==> config.mk <==
export PLATFORM = sky130hd
export DESIGN_NAME = plcl_divider
export DESIGN_NICKNAME = d
export VERILOG_FILES = /design/src/hdl/piecewise_linear_curve_lookup_macros.svh /design/src/hdl/plcl_pkg.sv /design/src/hdl/plcl_divider.sv
export SDC_FILE = /design/constraint.sdc
export NUM_CORES = 1
export LEC_CHECK = 0
export BUFFER_PORTS_ARGS = -buffer_cell sky130_fd_sc_hd__buf_2
export CAP_MARGIN = 20
export CORE_MARGIN = 2
export CORE_UTILIZATION = 45
export CTS_CLUSTER_SIZE = 12
export DETAILED_ROUTE_END_ITERATION = 7
export PLACE_DENSITY = 0.69
export SLEW_MARGIN = 20
export SYNTH_ARGS = -nofsm -noshare
export SYNTH_HDL_FRONTEND = slang
export SYNTH_SLANG_ARGS = --single-unit
export TNS_END_PERCENT = 1
==> constraint.sdc <==
create_clock -name clk_i -period 3.5 [get_ports clk_i]
set_input_delay 0.525 -clock clk_i [delete_from_list [all_inputs] [get_ports clk_i]]
set_output_delay 0.525 -clock clk_i [all_outputs]
set_load 0.01 [all_outputs]
==> src/hdl/piecewise_linear_curve_lookup_macros.svh <==
// Assertion macros used by the curve lookup module.
`ifndef PIECEWISE_LINEAR_CURVE_LOOKUP_MACROS_SVH
`define PIECEWISE_LINEAR_CURVE_LOOKUP_MACROS_SVH

// Same-cycle implication, sampled on the rising clock edge outside reset.
`define PLCL_ASSERT_IMP(lbl, ante, cons, msg) \
  lbl: assert property (@(posedge clk_i) disable iff (!rst_ni) (ante) |-> (cons)) \
    else $error(msg);

// Next-cycle implication, sampled on the rising clock edge outside reset.
`define PLCL_ASSERT_NXT(lbl, ante, cons, msg) \
  lbl: assert property (@(posedge clk_i) disable iff (!rst_ni) (ante) |=> (cons)) \
    else $error(msg);

`endif

==> src/hdl/plcl_pkg.sv <==
// Types, codes and constants of the piecewise-linear curve lookup.
package plcl_pkg;

  localparam int BpW      = 16;
  localparam int ValueW   = 24;
  localparam int FracW    = 8;
  localparam int EntriesW = 5;
  localparam int SegW     = 4;
  localparam int ProdMagW = 40;
  localparam int DxMagW   = 16;

  localparam logic [ValueW-1:0] ValueMax = {ValueW{1'b1}};

  localparam logic OpQuery = 1'b0;
  localparam logic OpLoad  = 1'b1;

  localparam logic RegMaxCycle = 1'b0;
  localparam logic RegEntries  = 1'b1;

  typedef struct packed {
    logic              operation;
    logic [2:0]        curve_select;
    logic [3:0]        entry_index;
    logic [BpW-1:0]    breakpoint_cycles;
    logic [ValueW-1:0] entry_value;
    logic [BpW-1:0]    query_cycles;
    logic              whole_units;
  } in_item_t;

  typedef struct packed {
    logic [ValueW-1:0] curve_value;
    logic [SegW-1:0]   segment_index;
    logic              exact_hit;
    logic              saturated;
  } out_item_t;

  typedef enum logic [3:0] {
    StIdle,
    StFirst,
    StScan,
    StVal0,
    StVal1,
    StVal2,
    StMul,
    StDiv,
    StEmit
  } plcl_state_e;

endpackage

==> src/hdl/plcl_divider.sv <==
// Restoring divider for unsigned magnitudes, one quotient bit per cycle.
module plcl_divider
  import plcl_pkg::*;
(
  input  logic                clk_i,
  input  logic                rst_ni,
  input  logic                start_i,
  input  logic [ProdMagW-1:0] dividend_i,
  input  logic [DxMagW-1:0]   divisor_i,
  output logic [ProdMagW-1:0] quotient_o,
  output logic                done_o
);

  localparam int CntW = $clog2(ProdMagW);

  logic                busy_q, busy_d;
  logic                done_q, done_d;
  logic [CntW-1:0]     cnt_q, cnt_d;
  logic [DxMagW-1:0]   rem_q, rem_d;
  logic [ProdMagW-1:0] quo_q, quo_d;
  logic [DxMagW-1:0]   den_q, den_d;
  logic [DxMagW:0]     trial;
  logic [DxMagW:0]     diff;
  logic                fits;

  assign trial = {rem_q, quo_q[ProdMagW-1]};
  assign diff  = trial - {1'b0, den_q};
  assign fits  = trial >= {1'b0, den_q};

  always_comb begin
    busy_d = busy_q;
    done_d = 1'b0;
    cnt_d  = cnt_q;
    rem_d  = rem_q;
    quo_d  = quo_q;
    den_d  = den_q;
    if (start_i) begin
      busy_d = 1'b1;
      cnt_d  = CntW'(ProdMagW - 1);
      rem_d  = '0;
      quo_d  = dividend_i;
      den_d  = divisor_i;
    end else if (busy_q) begin
      rem_d = fits ? diff[DxMagW-1:0] : trial[DxMagW-1:0];
      quo_d = {quo_q[ProdMagW-2:0], fits};
      cnt_d = cnt_q - CntW'(1);
      if (cnt_q == '0) begin
        busy_d = 1'b0;
        done_d = 1'b1;
      end
    end
  end

  always_ff @(posedge clk_i or negedge rst_ni) begin
    if (!rst_ni) begin
      busy_q <= 1'b0;
      done_q <= 1'b0;
      cnt_q  <= '0;
    end else begin
      busy_q <= busy_d;
      done_q <= done_d;
      cnt_q  <= cnt_d;
    end
  end

  always_ff @(posedge clk_i) begin
    rem_q <= rem_d;
    quo_q <= quo_d;
    den_q <= den_d;
  end

  assign quotient_o = quo_q;
  assign done_o     = done_q;

endmodule

---- Word-level counts from Yosys, hierarchy flattened ----
Index checks and enable logic that the tools add are counted.
word-level totals
  output and inout port bits .............. 41
  logic and storage cells ................. 22
  RAM bits ................................ 0
  bits of input ports ..................... 59
  bits in latches ......................... 0
  memories ................................ 0
  bits in registers ....................... 80
  bits in read-only memories .............. 0
operators by class
  multiplexer cells ....................... 11
  bitwise gates (word level) .............. 0
  eq/ne operators ......................... 0
  div/mod/pow operators ................... 0
  add/sub/neg operators ................... 2
  $lt $le $gt $ge ......................... 1
  reductions and logical operators ........ 2
  shifts and indexed selects .............. 0
  multiply operators ...................... 0
operators with widths
  operator                                                             number
  40-bit two-way mux                                                   2
  17-bit by 16-bit greater-or-equal comparator with 1-bit output       1
  16-bit two-way mux                                                   1
  16-bit subtractor                                                    1
  6-bit two-way mux                                                    2
  6-bit zero test                                                      1
  1-bit two-way mux                                                    6
  6-bit by 1-bit subtractor with 6-bit output (second input constant)  1
  2-bit nonzero test                                                   1

---- Depth between registers and ports, before layout ----
Gate-level depths: netlist of the first run.
  depth after elaboration ................. 4
  gate-level depth with buffers ........... 10
  mapped depth without buffers ............ 9

---- Least setup slack after synthesis of the first run ----
OpenSTA, ideal clock, no wires.
  path kind ............................... flip-flop to flip-flop
  start point ............................. reg den_q[14]
  end point ............................... reg rem_q[0]
  path buffers ............................ 0
  stages on the path, launching flop included .. 9
  required time ........................... 3.414 ns
  slack ................................... 0.878 ns
  clock period less this slack ............ 2.622 ns
  setup time .............................. 0.086 ns
  data arrival time ....................... 2.536 ns
  cell sequence ........................... edfxtp_1 > inv_1 > ha_1 > a21o_1 > a211o_1 > or4b_4 > o22ai_2 > mux2_2 > a211oi_1
on the way
  word-level cells in the longest chain between the ends .. 2
ends and longest elaborated chain
  item                                                            line                RTL
  from (decl)                                                     plcl_divider.sv:21  logic [DxMagW-1:0] den_q, den_d;
  from (signal assigned)                                          plcl_divider.sv:69  den_q <= den_d;
  17-bit by 16-bit greater-or-equal comparator with 1-bit output  plcl_divider.sv:28  assign fits = trial >= {1'b0, den_q};
  16-bit two-way mux                                              plcl_divider.sv:44  rem_d = fits ? diff[DxMagW-1:0] : trial[DxMagW-1:0];
  to (signal assigned)                                            plcl_divider.sv:67  rem_q <= rem_d;
  to (decl)                                                       plcl_divider.sv:19  logic [DxMagW-1:0] rem_q, rem_d;
No other way between the ends.
A chain may end at the register's enable or synchronous reset.

---- Final worst setup path of the first run ----
Same ends and word-level chain as after synthesis.

==> results.ini, run 1 <==
[logic_synthesis]
yosysSeqAreaShare_pct = 52.6
yosysWarnings = 0
synth_ff_type = edfxtp_1
synth_edf_count = 56
synthesis.nets = 429
synth.distinct_cells = 56
avgSynthCellArea_um2 = 11.9
ys_ff_latch = 80
synthArstFlopShare_pct = 10.0
synth_area_um2 = 4190
postSynthCellCount = 351

[cts]
htree_levels = 3
cts_resized = 0
post_cts_buffers = 0
clk_latency_ns = 0.35
clkSlewWorstSetupHoldPaths_ns = 0.09
clockBufferDepth = 2
cts_root_buffer = clkbuf_8
cts_tree = built
clock-sinks = 80
numCtsBuffers = 9

[cells_and_area]
multi_input_area_um2 = 1790
final_net_count = 531
layout_commonest_cell = buf_2
layout_common_cells = buf_2, edfxtp_1, mux2_2
drive_gt1_share_pct = 36.7
fill_cells = 809
regArea_um2 = 2200
utilization_pct = 54.3
stdcell_area_um2 = 4970
num_antenna_cells = 0
area_delta_synth_final_pct = 18.8

[sta]
slew_violations = 0
period_minus_slack_ns = 2.86
worstMarginPinSlew_ns = 0.850
rsz0062_at_grt = no
finalClockSkew_ns = 0.0102
finalHoldViolations = 0
layout_setup_ws_ns = 0.636
timing.fmax_mhz = 349
fin_crit_sh_pct = 81.8
tns_ns = 0
max-slew-margin-rel_pct = 43.2
setup_viol = 0

[floorplanning]
die_x_um = 100
die_area_um2 = 10100
coreArea_um2 = 9150
die_h_um = 100
rows = 35
start_util_pct = 45.7
ios = 100

[placed_design]
place.gp.congestion = 0.865
dpl_worst_slack_ns = 0.670
portBuffers = 99
post-dp-hpwl_mm = 6.48
place_area_um2 = 4760

[worst_setup_path]
worstPathMaxFanout = 7
worstSetupPathType = flop to flop
crit_arrival_ns = 3.13
crit_required_ns = 3.77
rrSetupSlack_ns = 0.64
r2r_start = den_q[14]$_DFFE_PP_
slowest_delay_ns = 0.56
crit_chain = inv_1 > ha_1 > a21o_1 > a211o_1 > or4b_4 > o22ai_2 > mux2_2 > a211oi_1
critPathCaptureType = flop
crit_slowest_cell = or4b_4
r2r_cells = 8
start_kind = flop
rr_endpoint = rem_q[0]$_SDFFE_PP0P_

[detailed_routing]
wl_per_cell_um = 15.6
post-route-drc-count = 0
vias_per_cell = 5.35
num_vias = 3043
wl_mm = 8.86
dr.first_iter.drc_count = 166
dr.pass1.iters = 4
ant_nets = 0

[power]
p_leak_nw = 2.15
p_per_area_nw_per_um2 = 427
peakVddDrop_mv = 0.269

[global_route]
grt_max_degree = 41
antenna_found_initial = 0
grt_pass1_wl_mm = 14.4
grt.overflow.total = 0
grt_usage_pct = 18.2
grt_pass1_vias = 3040

[min_path]
min_to = den_q[11]$_DFFE_PP_
min_from = divisor_i[11]
hold_depth = 1
hold_path.class = input pin to flop

[status]
outcome = completed

[run]
drv_cap = 0

sequential cells by signal, summed over array words and instances (netlist names):
signal	cells
quotient_o	40
den_q	16
rem_q	16
cnt_q	6
busy_q	1
done_o	1
per-layer routing:
metal / vias up / part of all wire (%) / GRT usage (%)
met3: 11 / 6.5 / 5.57
met1: 1446 / 45 / 24.2
li1: 1493 / - / -
met2: 93 / 47 / 28.3
met4: 0 / 1.4 / 6.32
met5: - / 0 / 0
worst max path at each step:
stage / from / end / slack (ns) / cells after the start
after floorplan: den_q[14]$_DFFE_PP_ / rem_q[0]$_SDFFE_PP0P_ / 0.88 / 8
after global placement: den_q[14]$_DFFE_PP_ / rem_q[0]$_SDFFE_PP0P_ / 0.73 / 8
after detailed placement: den_q[14]$_DFFE_PP_ / rem_q[0]$_SDFFE_PP0P_ / 0.67 / 8
after CTS: den_q[14]$_DFFE_PP_ / rem_q[0]$_SDFFE_PP0P_ / 0.65 / 8
after global routing: den_q[6]$_DFFE_PP_ / rem_q[3]$_SDFFE_PP0P_ / 0.44 / 8
final: den_q[14]$_DFFE_PP_ / rem_q[0]$_SDFFE_PP0P_ / 0.64 / 8
Yosys cell counts, types with 2 or more instances:
cell / count / share of area, %
dfxtp_1: 16 / 7.7
o21bai_1: 3 / 0.54
a311oi_1: 2 / 0.42
nor2b_1: 3 / 0.45
o31ai_1: 3 / 0.54
a32oi_1: 3 / 0.63
o21ai_0: 10 / 1.2
nand2b_1: 9 / 1.3
and2_1: 2 / 0.30
xor2_1: 6 / 1.3
mux2_2: 40 / 11
nand4b_1: 3 / 0.63
mux2i_1: 2 / 0.48
a21oi_1: 17 / 2.0
a21o_1: 3 / 0.54
nor3_1: 5 / 0.60
buf_4: 2 / 0.36
o211a_1: 2 / 0.48
nand3b_1: 2 / 0.36
a211oi_1: 2 / 0.36
nand4_1: 2 / 0.30
a211o_1: 2 / 0.42
clkbuf_1: 7 / 0.63
o21a_1: 7 / 1.3
nor2_1: 22 / 2.0
dfrtp_1: 8 / 4.8
nand2_1: 20 / 1.8
buf_6: 4 / 1.1
nand3_1: 12 / 1.4
ha_1: 18 / 5.4
xnor2_1: 9 / 1.9
inv_1: 24 / 2.2
edfxtp_1: 56 / 40
o311ai_0: 3 / 0.63
critical path, delay by kind of cell, from the launching register on:
kind	cells	cell delay, ns
flip-flops	1	0.33
buffers and inverters	1	0.04
AO/OA/AOI/OAI	4	1.12
adder cells (fa/ha/maj)	1	0.35
AND/OR/NAND/NOR	1	0.56
multiplexers	1	0.38
per-stage QoR:
stage	power (mW)	cells	hold WS, ns
finish	2.13	569	0.341
floorplan	1.32	351	0.229
global placement	1.43	552	0.379
CTS	2.15	569	0.321
global route	2.22	569	0.317
detailed placement	1.44	552	0.382
area by class of cell:
cell class | count | share of cell area (%)
Clock inverter | 7 | 1.58
Tap cell | 111 | 2.79
Timing Repair Buffer | 106 | 11.1
Multi-Input combinational cell | 232 | 36.0
Sequential cell | 80 | 44.3
Inverter | 24 | 1.81
Clock buffer | 9 | 2.49
report_power, final:
group	internal (mW)	switching, mW
clock network	0.338	0.369
logic	0.145	0.150
registers	1.09	0.0337
total	1.57	0.552
kinds of logic (layout without fill, tap and decap cells):
family | after synthesis | after routing | synth area share (%)
fa+ha+maj | 19 | 19 | 5.86
mux | 42 | 42 | 11.2
buf+inv | 39 | 146 | 4.63
xor+xnor | 15 | 15 | 3.14
simple gates | 87 | 87 | 10.7
flops | 80 | 80 | 52.6
compound gates | 69 | 69 | 11.8
repair_timing:
action,in CTS,in global routing
hold buffers,1,0
endpoints found under the hold margin,8,0
endpoints found under the setup margin,0,0
Note: power is estimated with default switching activity, not from simulation.
==> inputs of run 2 (changes only) <==
--- a/config.mk
+++ b/config.mk
@@ -11,7 +11,7 @@
 export CORE_UTILIZATION = 45
 export CTS_CLUSTER_SIZE = 12
 export DETAILED_ROUTE_END_ITERATION = 7
-export PLACE_DENSITY = 0.69
+export PLACE_DENSITY = 0.72
 export SLEW_MARGIN = 20
 export SYNTH_ARGS = -nofsm -noshare
 export SYNTH_HDL_FRONTEND = slang
==> constraint.sdc (replaced) <==
create_clock -name clk_i -period 2.6 [get_ports clk_i]
set_input_delay 0.39 -clock clk_i [delete_from_list [all_inputs] [get_ports clk_i]]
set_output_delay 0.39 -clock clk_i [all_outputs]
set_load 0.01 [all_outputs]
==> run 2 against run 1 <==
Effect of this change:
- cell area grew 3.8%
- flip-flop and latch count unchanged
- maximum frequency is 14% higher
- clock power increased by 53%
- clock-buffer cell count did not move
- sequential share of layout area decreased by 1.6 points
- die area is the same
- sequential power grew 35%
- worst hold slack worse by 0.14 ns
- critical path depth stayed put
- via count is 3.1% higher
- setup slack lost 0.54 ns
==> results.ini, run 2 (synthesis results as in run 1) <==
[power]
switching_power_mw = 0.766  ; +39%
peakVddDrop_mv = 0.424  ; +58%
p_leak_nw = 2.23  ; +3.7%
pwr-share-comb_pct = 13.6  ; -0.3 points
p_sw_share_pct = 25.5  ; -0.44 points
cellInternalPower_mw = 2.23  ; +42%
p_clk_share_pct = 35.9  ; +2.6 points
p_per_area_nw_per_um2 = 581  ; +36%
seqPwrFrac_pct = 50.4  ; -2.5 points

[worst_setup_path]
crit_required_ns = 2.88  ; -0.89 ns
crit_slowest_cell = or4b_4
start_kind = flop
crit_chain = inv_1 > ha_1 > a21o_1 > a211o_1 > or4b_4 > o22ai_4 > mux2_4 > a211oi_2
crit_arrival_ns = 2.78  ; -0.35 ns
slowest_delay_ns = 0.51  ; -0.05 ns
worstSetupPathType = flop to flop
worstPathMaxFanout = 3  ; -4
critPathCaptureType = flop
r2r_cells = 8  ; unchanged
rrSetupSlack_ns = 0.09  ; -0.54 ns

[floorplanning]
die_x_um = 100  ; unchanged
die_area_um2 = 10100  ; unchanged
die_h_um = 100  ; unchanged
ios = 100  ; unchanged
coreArea_um2 = 9150  ; unchanged
rows = 35  ; unchanged
start_util_pct = 45.7  ; unchanged

[min_path]
hold_path.class = input pin to flop
hold_depth = 1  ; unchanged

[detailed_routing]
ant_nets = 0  ; unchanged
post-route-drc-count = 0  ; unchanged
num_vias = 3136  ; +3.1%
dr.first_iter.drc_count = 259  ; +56%
vias_per_cell = 5.39  ; +0.75%
wl_mm = 9.18  ; +3.6%
wl_per_cell_um = 15.8  ; +1.3%
dr.pass1.iters = 4  ; unchanged

[global_route]
antenna_found_initial = 0  ; unchanged
grt_usage_pct = 18.3  ; +0.082 points
grt_max_degree = 41  ; unchanged
grt_pass1_wl_mm = 14.5  ; +0.52%
grt_pass1_vias = 3005  ; -1.2%
grt.overflow.total = 0  ; unchanged

[sta]
setup_viol = 0  ; unchanged
finalClockSkew_ns = 0.0145  ; +0.00435 ns
holdWs_ns = 0.204  ; -0.138 ns
finalHoldViolations = 0  ; unchanged
timing.fmax_mhz = 399  ; +14%
worstMarginPinSlew_ns = 0.586  ; -0.265 ns
slew_violations = 0  ; unchanged
max-slew-margin-rel_pct = 60.9  ; +18 points
period_minus_slack_ns = 2.51  ; -0.356 ns
fin_crit_sh_pct = 96.4  ; +15 points

[placed_design]
post-dp-hpwl_mm = 6.58  ; +1.6%
place_area_um2 = 4840  ; +1.6%
portBuffers = 99  ; unchanged
place.gp.congestion = 0.954  ; +10%

[cells_and_area]
layout_commonest_cell = buf_2
stdcell_area_um2 = 5160  ; +3.8%
area_delta_synth_final_pct = 23.4
layout_common_cells = buf_2, edfxtp_1, mux2_2
largest_register_ffs = 40  ; unchanged
final_net_count = 544  ; +2.4%
num_antenna_cells = 0  ; unchanged
drive_gt1_share_pct = 39.5  ; +2.8 points

[status]
outcome = completed

[cts]
cts_tree = built
htree_levels = 3  ; unchanged
numCtsBuffers = 9  ; unchanged
cts_root_buffer = clkbuf_8
clock-sinks = 80  ; unchanged
clkSlewWorstSetupHoldPaths_ns = 0.09  ; about the same
clockBufferDepth = 2  ; unchanged
clk_latency_ns = 0.36  ; about the same

[run]
drv_cap = 0  ; unchanged

==> run 2: worst max-delay path, delay by kind of cell (launching register included) <==
kind	cells	cell delay, ns
buf+inv	1	0.06
mux	1	0.34
fa+ha+maj	1	0.23
simple gates	1	0.51
flops	1	0.37
compound gates	4	0.91
==> run 2: final timing paths <==
check | startpoint | endpoint
worst max-delay path | den_q[14]$_DFFE_PP_ | rem_q[0]$_SDFFE_PP0P_
max in group asynchronous | rst_ni | cnt_q[1]$_DFFE_PN0P_
min in group asynchronous | rst_ni | cnt_q[4]$_DFFE_PN0P_
worst min-delay path | divisor_i[11] | den_q[11]$_DFFE_PP_
worst min register to register | rem_q[4]$_SDFFE_PP0P_ | rem_q[4]$_SDFFE_PP0P_
worst max register to register | den_q[14]$_DFFE_PP_ | rem_q[0]$_SDFFE_PP0P_
==> run 2: per-layer routing <==
layer | routed length (um) | part of all wire (%) | vias up | track usage [%]
li1 | - | - | 1523 | -
met1 | 4060 | 44 | 1508 | 25.1
met4 | 124 | 1.4 | 0 | 6.22
met2 | 4440 | 48 | 93 | 28.6
met5 | 0 | 0 | - | 0
met3 | 554 | 6.0 | 12 | 4.32
==> run 2: cell type report <==
cell class / instances / area, um2
timing repair buffer: 119 / 678
sequential: 80 / 2200
clock buffer: 9 / 124
inverter: 24 / 90.1
fill: 765 / 3990
tap: 111 / 139
multi-input combinational: 232 / 1820
clock inverter: 7 / 109
==> run 2: stage by stage <==
stage | power, mW | setup WS [ns] | setup TNS [ns] | util, % | cells
finish | 3.00 | 0.0924 | 0 | 56.4 | 582
global route | 3.13 | -0.00824 | -0.00829 | 56.4 | 582
CTS | 3.02 | 0.0280 | 0 | 55.5 | 578
detailed placement | 1.94 | 0.0233 | 0 | 52.8 | 561
global placement | 1.93 | 0.104 | 0 | 52.8 | 561
floorplan | 1.77 | 0.000437 | 0 | - | 351
==> run 2: repair_timing <==
action | in CTS | in global routing
hold buffers | 1 | 0
hold endpoints to repair | 8 | 0
setup endpoints to repair | 1 | 7
buffers inserted | 0 | 3
cloned | 0 | 1
pin swaps | 0 | 4
gates resized for setup | 1 | 9
==> run 2: power groups by stage <==
| stage | registers, mW | logic (mW) | clock network (mW) |
|---|---|---|---|
| after detailed placement | 1.54 | 0.402 | 0 |
| after global routing | 1.53 | 0.448 | 1.16 |
| final | 1.51 | 0.409 | 1.08 |
| after global placement | 1.54 | 0.394 | 0 |
| after CTS | 1.51 | 0.405 | 1.10 |
| after floorplan | 1.57 | 0.207 | 0 |
